<file path="src/jpeg_frame_dimension_parser_top_assert.svh">
// Assertion macros for the JPEG frame dimension parser.
// Used by the top level; needs clk and rst_n in the including scope.
`ifndef JPEG_FRAME_DIMENSION_PARSER_TOP_ASSERT_SVH
`define JPEG_FRAME_DIMENSION_PARSER_TOP_ASSERT_SVH

// same-cycle implication
`define JFDP_ASSERT_NOW(label, ante, cons) \
    label: assert property (@(posedge clk) disable iff (!rst_n) (ante) |-> (cons)) \
        else $error("jfdp: same-cycle check failed");

// next-cycle implication
`define JFDP_ASSERT_NEXT(label, ante, cons) \
    label: assert property (@(posedge clk) disable iff (!rst_n) (ante) |=> (cons)) \
        else $error("jfdp: next-cycle check failed");

`endif

</file>
<file path="src/jfdp_pkg.sv">
// Package for the JPEG frame dimension parser: types, marker codes, defaults.
// No dependencies.
`default_nettype none

package jfdp_pkg;

    localparam logic [7:0]  MARKER_PREFIX       = 8'hFF;
    localparam logic [7:0]  SOF0_CODE           = 8'hC0;
    localparam logic [31:0] DEFAULT_FRAME_LIMIT = 32'd230400;

    localparam int unsigned CFG_ADDR_W = 3;
    localparam logic        REG_FRAME_LIMIT = 1'b0;

    localparam logic [1:0] HDR_LAST_BYTE = 2'd3;

    localparam logic [2:0] OFS_HEIGHT_HI = 3'd4;
    localparam logic [2:0] OFS_HEIGHT_LO = 3'd5;
    localparam logic [2:0] OFS_WIDTH_HI  = 3'd6;
    localparam logic [2:0] OFS_WIDTH_LO  = 3'd7;

    typedef enum logic {
        PH_HEADER,
        PH_PAYLOAD
    } phase_t;

    typedef enum logic [1:0] {
        SCAN_SEARCHING,
        SCAN_CAPTURING,
        SCAN_DONE
    } scan_t;

    typedef struct packed {
        logic        found;
        logic [15:0] image_width;
        logic [15:0] image_height;
        logic [31:0] frame_length;
    } result_t;

endpackage

`default_nettype wire

</file>
<file path="src/jpeg_frame_dimension_parser_top.sv">
// JPEG frame dimension parser, top level: header decode, SOF0 scan, result queue.
// Depends on jfdp_pkg and jpeg_frame_dimension_parser_top_assert.svh.
//
//  channel | direction | handshake               | payload
//  --------+-----------+-------------------------+------------------------------------------
//  in      | to block  | in_valid / in_stall     | byte_in
//  out     | from block| out_valid / out_stall   | found, image_width, image_height,
//          |           |                         | frame_length
//  cfg     | to block  | APB psel/penable/pready | paddr, pwdata, prdata (frame_limit)
//
//  One byte per cycle while in_stall is low; a byte is registered, then decoded in the next cycle.
//  A result is taken into the output register, or the skid register, after its last byte is decoded.
//  Results pass through an output register and a skid register.
//  Input stalls when the output, skid and byte registers, less any popped result, hold two or more.
//  Reset clears the parser state and loads the default frame limit.
`default_nettype none
`include "jpeg_frame_dimension_parser_top_assert.svh"

module jpeg_frame_dimension_parser_top
(
    input  wire logic                          clk,
    input  wire logic                          rst_n,
    input  wire logic                          in_valid,
    output logic                               in_stall,
    input  wire logic [7:0]                    byte_in,
    output logic                               out_valid,
    input  wire logic                          out_stall,
    output logic                               found,
    output logic [15:0]                        image_width,
    output logic [15:0]                        image_height,
    output logic [31:0]                        frame_length,
    input  wire logic                          psel,
    input  wire logic                          penable,
    input  wire logic                          pwrite,
    input  wire logic [jfdp_pkg::CFG_ADDR_W-1:0] paddr,
    input  wire logic [31:0]                   pwdata,
    output logic [31:0]                        prdata,
    output logic                               pready
);
    import jfdp_pkg::*;

    logic [31:0] frame_limit_reg;

    logic        pipe_valid_reg;
    logic [7:0]  byte_reg;

    phase_t      phase_reg, phase_next;
    logic [1:0]  header_count_reg, header_count_next;
    logic [31:0] length_acc_reg, length_acc_next;
    logic [31:0] bytes_left_reg, bytes_left_next;
    logic        prev_ff_reg, prev_ff_next;
    logic [2:0]  marker_offset_reg, marker_offset_next;
    scan_t       scan_reg, scan_next;
    logic [15:0] height_reg, height_next;
    logic [15:0] width_reg, width_next;

    logic        emit;
    logic        emit_found;
    result_t     result;

    logic        out_valid_reg, out_valid_next;
    result_t     out_data_reg, out_data_next;
    logic        skid_valid_reg, skid_valid_next;
    result_t     skid_data_reg, skid_data_next;

    logic        in_accept;
    logic        pop;
    logic [1:0]  occupancy;
    logic        cfg_write;

    // configuration port
    assign pready    = 1'b1;
    assign cfg_write = psel && penable && pwrite && pready;
    assign prdata    = (paddr[2] == REG_FRAME_LIMIT) ? frame_limit_reg : 32'd0;

    always_ff @(posedge clk or negedge rst_n)
    begin
        if (!rst_n)
        begin
            frame_limit_reg <= DEFAULT_FRAME_LIMIT;
        end
        else if (cfg_write && (paddr[2] == REG_FRAME_LIMIT))
        begin
            frame_limit_reg <= pwdata;
        end
    end

    // input handshake
    assign pop       = out_valid_reg && !out_stall;
    assign occupancy = {1'b0, out_valid_reg} + {1'b0, skid_valid_reg} + {1'b0, pipe_valid_reg};
    assign in_stall  = occupancy > ({1'b0, pop} + 2'd1);
    assign in_accept = in_valid && !in_stall;

    always_ff @(posedge clk or negedge rst_n)
    begin
        if (!rst_n)
        begin
            pipe_valid_reg <= 1'b0;
        end
        else
        begin
            pipe_valid_reg <= in_accept;
        end
    end

    always_ff @(posedge clk)
    begin
        if (in_accept)
        begin
            byte_reg <= byte_in;
        end
    end

    // parser next state
    always_comb
    begin
        phase_next         = phase_reg;
        header_count_next  = header_count_reg;
        length_acc_next    = length_acc_reg;
        bytes_left_next    = bytes_left_reg;
        prev_ff_next       = prev_ff_reg;
        marker_offset_next = marker_offset_reg;
        scan_next          = scan_reg;
        height_next        = height_reg;
        width_next         = width_reg;
        emit               = 1'b0;
        emit_found         = 1'b0;

        if (pipe_valid_reg)
        begin
            unique case (phase_reg)
                PH_HEADER:
                begin
                    if (header_count_reg == 2'd0)
                    begin
                        length_acc_next = {24'd0, byte_reg};
                    end
                    else
                    begin
                        length_acc_next = length_acc_reg
                                        | ({24'd0, byte_reg} << {header_count_reg, 3'b000});
                    end
                    if (header_count_reg != HDR_LAST_BYTE)
                    begin
                        header_count_next = header_count_reg + 2'd1;
                    end
                    else
                    begin
                        header_count_next  = 2'd0;
                        prev_ff_next       = 1'b0;
                        marker_offset_next = 3'd0;
                        scan_next          = SCAN_SEARCHING;
                        height_next        = 16'd0;
                        width_next         = 16'd0;
                        if ((length_acc_next == 32'd0) || (length_acc_next >= frame_limit_reg))
                        begin
                            emit = 1'b1;
                        end
                        else
                        begin
                            bytes_left_next = length_acc_next;
                            phase_next      = PH_PAYLOAD;
                        end
                    end
                end
                PH_PAYLOAD:
                begin
                    unique case (scan_reg)
                        SCAN_SEARCHING:
                        begin
                            if (prev_ff_reg && (byte_reg == SOF0_CODE))
                            begin
                                scan_next          = SCAN_CAPTURING;
                                marker_offset_next = 3'd0;
                            end
                            prev_ff_next = (byte_reg == MARKER_PREFIX);
                        end
                        SCAN_CAPTURING:
                        begin
                            marker_offset_next = marker_offset_reg + 3'd1;
                            unique case (marker_offset_next)
                                OFS_HEIGHT_HI: height_next = {byte_reg, height_reg[7:0]};
                                OFS_HEIGHT_LO: height_next = {height_reg[15:8], byte_reg};
                                OFS_WIDTH_HI:  width_next  = {byte_reg, width_reg[7:0]};
                                OFS_WIDTH_LO:
                                begin
                                    width_next = {width_reg[15:8], byte_reg};
                                    scan_next  = SCAN_DONE;
                                end
                                default: ;
                            endcase
                        end
                        default: ;
                    endcase

                    if (bytes_left_reg != 32'd0)
                    begin
                        bytes_left_next = bytes_left_reg - 32'd1;
                    end
                    if (bytes_left_next == 32'd0)
                    begin
                        emit              = 1'b1;
                        emit_found        = (scan_next == SCAN_DONE);
                        phase_next        = PH_HEADER;
                        header_count_next = 2'd0;
                    end
                end
                default: ;
            endcase
        end

        result.found        = emit_found;
        result.image_width  = emit_found ? width_next      : 16'd0;
        result.image_height = emit_found ? height_next     : 16'd0;
        result.frame_length = emit_found ? length_acc_next : 32'd0;
    end

    always_ff @(posedge clk or negedge rst_n)
    begin
        if (!rst_n)
        begin
            phase_reg         <= PH_HEADER;
            header_count_reg  <= 2'd0;
            length_acc_reg    <= 32'd0;
            bytes_left_reg    <= 32'd0;
            prev_ff_reg       <= 1'b0;
            marker_offset_reg <= 3'd0;
            scan_reg          <= SCAN_SEARCHING;
            height_reg        <= 16'd0;
            width_reg         <= 16'd0;
        end
        else
        begin
            phase_reg         <= phase_next;
            header_count_reg  <= header_count_next;
            length_acc_reg    <= length_acc_next;
            bytes_left_reg    <= bytes_left_next;
            prev_ff_reg       <= prev_ff_next;
            marker_offset_reg <= marker_offset_next;
            scan_reg          <= scan_next;
            height_reg        <= height_next;
            width_reg         <= width_next;
        end
    end

    // output register and skid register
    always_comb
    begin
        out_valid_next  = out_valid_reg;
        out_data_next   = out_data_reg;
        skid_valid_next = skid_valid_reg;
        skid_data_next  = skid_data_reg;

        if (!out_valid_reg || pop)
        begin
            if (skid_valid_reg)
            begin
                out_valid_next  = 1'b1;
                out_data_next   = skid_data_reg;
                skid_valid_next = emit;
                skid_data_next  = result;
            end
            else
            begin
                out_valid_next = emit;
                out_data_next  = result;
            end
        end
        else if (emit)
        begin
            skid_valid_next = 1'b1;
            skid_data_next  = result;
        end
    end

    always_ff @(posedge clk or negedge rst_n)
    begin
        if (!rst_n)
        begin
            out_valid_reg  <= 1'b0;
            skid_valid_reg <= 1'b0;
        end
        else
        begin
            out_valid_reg  <= out_valid_next;
            skid_valid_reg <= skid_valid_next;
        end
    end

    always_ff @(posedge clk)
    begin
        out_data_reg  <= out_data_next;
        skid_data_reg <= skid_data_next;
    end

    assign out_valid    = out_valid_reg;
    assign found        = out_data_reg.found;
    assign image_width  = out_data_reg.image_width;
    assign image_height = out_data_reg.image_height;
    assign frame_length = out_data_reg.frame_length;

    `JFDP_ASSERT_NOW(a_skid_behind_head, skid_valid_reg, out_valid_reg)
    `JFDP_ASSERT_NOW(a_no_overflow, emit && out_valid_reg && skid_valid_reg, pop)
    `JFDP_ASSERT_NOW(a_payload_has_bytes, phase_reg == PH_PAYLOAD, bytes_left_reg != 32'd0)
    `JFDP_ASSERT_NOW(a_found_has_length, out_valid_reg && found, frame_length != 32'd0)
    `JFDP_ASSERT_NEXT(a_reject_keeps_header, pipe_valid_reg && phase_reg == PH_HEADER
                      && emit, phase_reg == PH_HEADER)

endmodule

`default_nettype wire
</file>
<file path="config.mk">
export PLATFORM = sky130hd
export DESIGN_NAME = jpeg_frame_dimension_parser_top
export DESIGN_NICKNAME = d
export VERILOG_FILES = /design/src/jfdp_pkg.sv /design/src/jpeg_frame_dimension_parser_top.sv
export VERILOG_INCLUDE_DIRS = /design/src /design/src/src
export SDC_FILE = /design/constraint.sdc
export NUM_CORES = 1
export LEC_CHECK = 0
export ABC_CLOCK_PERIOD_IN_PS = 9000
export BUFFER_PORTS_ARGS = -buffer_cell sky130_fd_sc_hd__buf_2
export CORE_ASPECT_RATIO = 1.75
export CORE_MARGIN = 2
export CORE_UTILIZATION = 55
export CTS_CLUSTER_DIAMETER = 120
export DETAILED_ROUTE_END_ITERATION = 10
export MAX_ROUTING_LAYER = met4
export PLACE_DENSITY = 0.75
export SLEW_MARGIN = 20
export SYNTH_ARGS = -nofsm -noshare
export SYNTH_HDL_FRONTEND = slang
export SYNTH_SLANG_ARGS = --single-unit
</file>
<file path="constraint.sdc">
create_clock -name clk -period 9 [get_ports clk]
set_clock_uncertainty 0.2 [all_clocks]
set_input_delay 1.8 -clock clk [delete_from_list [all_inputs] [get_ports clk]]
set_output_delay 1.8 -clock clk [all_outputs]
set_load 0.01 [all_outputs]
</file>
==> impl_metrics.yaml, run 1 <==
clocking:
  cts_tree: "built"
  cts_setup_buffers: 0
  cts_buffers: 25
  clk_pin_slew_worst_paths_ns: 0.07
  cts-resized-gates: 0
  clk_latency_ns: 0.56
  cts_root_buf: "clkbuf_16"
  htreeDepth: 1
  clk_path_buf_depth: 3
  cts_sinks: 278
  ctsHoldBuffers: 0
global_route:
  grt_pass1_wl_um: 59900
  antenna_found_initial: 0
  globalRouteTotalUtil_pct: 28.4
  grt.met3_usage_pct: 3.46
  grt_busiest_layer: "met2"
  gr-usage-met2_pct: 49.6
  grt_use_met1_pct: 30.5
  grt_max_degree: 75
  grt_pass1_vias: 10800
  grt_overflow: 0
worst_setup_path:
  worstPathRequired_ns: 8.98
  worst-r2r-setup-slack_ns: 2.78
  rr_worst_depth: 15
  critPathKind: "reg -> reg"
  critPathLaunchType: "flip-flop"
  crit_arrival_ns: 6.21
  critPathMaxFanout: 65
  endpoint_kind: "flip-flop"
routing:
  drt_iter0_drc: 679
  final_antenna_net_count: 0
  wl_per_cell_um: 21.6
  routed_wl_um: 38600
  vias_per_cell: 6.14
  via_count: 11000
  drt_pre_antenna_iters: 5
  drcViolationCount: 0
yosys:
  yosys.area.top_type_share_pct: 28.2
  ys_warn_count: 0
  syn_area_um2: 14700
  synth_edf_count: 138
  syn_avg_cell_area_um2: 11.0
  asyncSetResetFlopFracSynth_pct: 50.4
  synth_cell_type_count: 79
  synthesis.instances: 1340
  seq_area_frac_synth_pct: 52.1
  yosysTopAreaCell: "edfxtp_1"
  ys_ff_latch: 278
  syn_nets: 1433
  synth_ff_type: "edfxtp_1"
  synthTopCellsByArea: "edfxtp_1, dfrtp_1, o31ai_4"
sta:
  hold_viol: 0
  min_period_ns: 6.22
  setup_ws_ns: 2.78
  rsz0062_at_grt: "no"
  tightest_slew_ns: 1.09
  finalSetupViolations: 0
  min_period_over_period_pct: 69.1
  holdWs_ns: 0.286
  tns_ns: 0
  fmax_mhz: 161
  relSlewSlack_pct: 27.0
  maxSlewViolCount: 0
hold_path:
  min_path_cells: 2
  hold_path_class: "reg -> reg"
cells_and_area:
  synthToLayoutAreaGrowth_pct: 12.0
  nets: 1537
  drive_gt1_share_pct: 21.7
  largest_register_ffs: 65
  antenna_cells: 0
power:
  ir_drop_mv: 0.218
  p_per_area_nw_per_um2: 296
  p_leak_nw: 7.39
placement:
  pre_cts_slack_ns: 2.96
  portBuffers: 146
  gp_congestion: 1.00
  dp_hpwl_um: 27400
die:
  std_cell_rows: 79
  die_y_um: 220
  coreArea_um2: 26400
  io_pins: 150
  die_area_um2: 28100
  die_w_um: 128
  initial_core_util_pct: 55.6
flow_run:
  cap_violations: 0
outcome:
  outcome: "completed"
metrics by stage:
stage | std cells | utilization (%) | total power, mW | instance area [µm²]
after floorplan | 1340 | - | 3.11 | 14700
after global placement | 1740 | 59.1 | 3.69 | 15600
after detailed placement | 1740 | 59.1 | 3.74 | 15600
after CTS | 1786 | 62.3 | 4.85 | 16400
after global routing | 1787 | 62.3 | 5.13 | 16500
final | 1787 | 62.3 | 4.87 | 16500
cell families after synthesis:
logic type	synth area share, %
adders and majority gates	3.71
DFF	52.1
xor gates and xnor gates	0.358
muxes	4.05
AOI/OAI and AO/OA	20.2
buffers and inverters	6.07
other	0.0255
and+or+nand+nor	13.5
worst paths after layout:
| path | start | end |
|---|---|---|
| worst max-delay path | header_count_reg[0] | skid_data_reg[14] |
| worst min-delay path | marker_offset_reg[2] | marker_offset_reg[2] |
| min in group asynchronous | rst_n | bytes_left_reg[17] |
| worst min register to register | marker_offset_reg[2] | marker_offset_reg[2] |
| worst max register to register | header_count_reg[0] | skid_data_reg[14] |
| max in group asynchronous | rst_n | frame_limit_reg[16] |
where the power goes:
group          switching (mW)  total, mW  internal, mW
logic                    1.29       1.96         0.674
registers               0.251       1.80          1.55
clock network           0.499       1.11         0.611
total                    2.04       4.87          2.83
cells in the mapped netlist (21+ instances only):
| cell | instances |
|---|---|
| nor2_1 | 152 |
| edfxtp_1 | 138 |
| dfrtp_1 | 136 |
| inv_1 | 130 |
| nand2_1 | 110 |
| clkbuf_1 | 67 |
| a21oi_1 | 54 |
| o31ai_4 | 49 |
| ha_1 | 42 |
| a22oi_1 | 36 |
| mux2_2 | 35 |
| o21ai_0 | 34 |
| nor3_1 | 33 |
| nand3_1 | 22 |
| a31oi_1 | 21 |
| nor4_1 | 21 |
per-layer routing:
metal	vias to the layer above	part of all wire, %
met3	145	4.5
li1	5088	-
met5	-	0
met2	405	52
met1	5334	36
met4	0	7.2
placed cells by master, fill, tap and decap left out, types with 12 or more instances in the layout:
cell type,Yosys,routed
o21ai_0,34,34
nor4_1,21,21
nor2_1,152,151
nand3_1,22,22
nand2_1,110,109
mux2_2,35,35
dfrtp_1,136,134
nor2b_1,12,12
ha_1,42,42
buf_2,2,145
a31oi_1,21,20
buf_4,1,17
o31ai_1,20,20
edfxtp_1,138,138
nor3_1,33,33
o22ai_1,20,20
nand4_1,12,12
a21oi_1,54,54
a22oi_1,36,36
o31ai_4,49,49
clkbuf_16,0,26
inv_1,130,129
a22o_1,20,20
mux2i_1,20,20
layout make-up:
class                           instances  area, µm²
Sequential cell                       278       7660
Timing Repair Buffer                  164        885
Tap cell                              324        405
Fill cell                            2136       9940
Multi-Input combinational cell        844       6170
Clock inverter                         13        141
Inverter                              131        492
Clock buffer                           33        697
worst max-delay path, cell delays in order, from the launching register on:
cell       delay (ns)
dfrtp_1          0.54
inv_1            0.20
ha_1             0.87
inv_1            0.63
a22oi_1          0.50
inv_1            0.17
ha_1             0.31
nand3_1          0.09
o221ai_1         0.19
a21oi_1          0.06
o21ai_0          0.37
o2bb2ai_1        0.28
o21a_1           0.31
nand2_1          0.16
a31oi_4          0.18
buf_4            0.65
Power figures use the tool's default switching activity.
==> inputs of run 2 (changes only) <==
--- a/config.mk
+++ b/config.mk
@@ -6,7 +6,7 @@
 export SDC_FILE = /design/constraint.sdc
 export NUM_CORES = 1
 export LEC_CHECK = 0
-export ABC_CLOCK_PERIOD_IN_PS = 9000
+export ABC_CLOCK_PERIOD_IN_PS = 6390
 export BUFFER_PORTS_ARGS = -buffer_cell sky130_fd_sc_hd__buf_2
 export CORE_ASPECT_RATIO = 1.75
 export CORE_MARGIN = 2
==> constraint.sdc (replaced) <==
create_clock -name clk -period 6.39 [get_ports clk]
set_clock_uncertainty 0.2 [all_clocks]
set_input_delay 1.278 -clock clk [delete_from_list [all_inputs] [get_ports clk]]
set_output_delay 1.278 -clock clk [all_outputs]
set_load 0.01 [all_outputs]
==> impl_metrics.yaml, run 2 (synthesis results as in run 1) <==
sta:
  setup_ws_ns: 1.32
  tightest_slew_ns: 1.08
  relSlewSlack_pct: 28.0
  finalSetupViolations: 0
  min_period_ns: 5.07
  tns_ns: 0
  min_period_over_period_pct: 79.4
  holdWs_ns: 0.282
  fmax_mhz: 197
  rsz0062_at_grt: "no"
  hold_viol: 0
  maxSlewViolCount: 0
outcome:
  outcome: "completed"
worst_setup_path:
  crit_path_cell_trace: "inv_1 > ha_1 > buf_4 > o21bai_1 > a22oi_1 > inv_1 > ha_1 > nand3_1 > o221ai_1 > a21oi_1 > o21ai_0 > o2bb2ai_1 > o21a_1 > nand2_1 > a31oi_4 > buf_12"
  crit_arrival_ns: 5.07
  critPathLaunchType: "flip-flop"
  critPathMaxFanout: 65
  critPathKind: "reg -> reg"
  endpoint_kind: "flip-flop"
  worstPathRequired_ns: 6.39
  startpoint: "header_count_reg[0]"
  cpPeakStageDelay_ns: 0.60
  crit_path_top_delay_cell: "dfrtp_1"
  r2r-start: "header_count_reg[0]"
clocking:
  cts_setup_buffers: 0
  cts_buffers: 26
  clk_pin_slew_worst_paths_ns: 0.07
  cts_sinks: 278
  cts_tree: "built"
  clk_latency_ns: 0.56
  cts_root_buf: "clkbuf_16"
  ctsHoldBuffers: 0
  cts-resized-gates: 0
  htreeDepth: 1
  clk_path_buf_depth: 3
die:
  die_area_um2: 28100
  io_pins: 150
  coreArea_um2: 26400
  initial_core_util_pct: 55.6
  std_cell_rows: 79
  die_y_um: 220
  die_w_um: 128
cells_and_area:
  largest_register_ffs: 65
  antenna_cells: 0
  final_common_cell: "nor2_1"
  synthToLayoutAreaGrowth_pct: 12.6
  final_util_pct: 62.6
  drive_gt1_share_pct: 22.0
  layout_common_cells: "nor2_1, buf_2, edfxtp_1"
  nets: 1544
routing:
  vias_per_cell: 6.08
  drt_iter0_drc: 881
  routed_wl_um: 37400
  drcViolationCount: 0
  drt_pre_antenna_iters: 5
  final_antenna_net_count: 0
  via_count: 10900
  wl_per_cell_um: 20.8
placement:
  pre_cts_slack_ns: 1.37
  dp_hpwl_um: 26700
  gp_congestion: 0.979
  portBuffers: 146
global_route:
  grt_overflow: 0
  grt.met3_usage_pct: 3.26
  grt_pass1_wl_um: 58600
  antenna_found_initial: 0
  gr-usage-met2_pct: 48.6
  grt_pass1_vias: 10900
  grt_max_degree: 85
  globalRouteTotalUtil_pct: 27.7
  grt_use_met1_pct: 29.9
  grt_busiest_layer: "met2"
hold_path:
  hold_path_class: "reg -> reg"
  hold_path_startpoint: "marker_offset_reg[2]"
power:
  fin_total_pwr_mw: 6.96
  ir_drop_mv: 0.313
  p_leak_nw: 7.43
  p_per_area_nw_per_um2: 421
flow_run:
  cap_violations: 0
-- run 2: changes by cell type in the layout (fill, tap and decap cells not counted), sizes merged --
cell,change
clkinv,-2
clkinvlp,+1
bufinv,+1
buf,+6
clkbuf,+3
inv,-1
-- run 2: report_power, final --
| group | switching [mW] | internal [mW] |
|---|---|---|
| Combinational | 1.79 | 0.991 |
| Sequential | 0.388 | 2.19 |
| Clock | 0.685 | 0.922 |
-- run 2: stage by stage --
stage	std cells	cell area, µm²
finish	1795	16500
detailed placement	1747	15700
global placement	1747	15700
global route	1795	16500
floorplan	1340	14700
CTS	1795	16500
-- run 2: final timing paths --
path	cells past startpoint	end	slack (ns)
setup / recovery	16	skid_data_reg[6]	1.32
hold / removal	2	marker_offset_reg[2]	0.28
setup reg to reg	16	skid_data_reg[6]	1.32
hold reg to reg	2	marker_offset_reg[2]	0.28
max in group asynchronous	2	skid_valid_reg	4.17
min in group asynchronous	1	bytes_left_reg[17]	0.53
-- run 2: routing by layer --
layer / vias to the layer above / wire length, µm
li1: 5105 / -
met1: 5281 / 13500
met2: 414 / 19600
met3: 122 / 1920
met4: 0 / 2420
met5: - / 0
-- run 2: cell type report --
class	count	area, µm²
clock buffer	36	729
sequential	278	7660
inverter	131	492
clock inverter	12	143
timing repair buffer	170	930
multi-input combinational	844	6170
tap	324	405
fill	2128	9860
-- run 2: critical path: cells and delay by family (launching register included) --
kind                       cells  cell delay, ns
adders and majority gates      2            0.57
and+or+nand+nor                2            0.23
AOI/OAI and AO/OA              8            2.15
buffers and inverters          4            0.88
DFF                            1            0.60
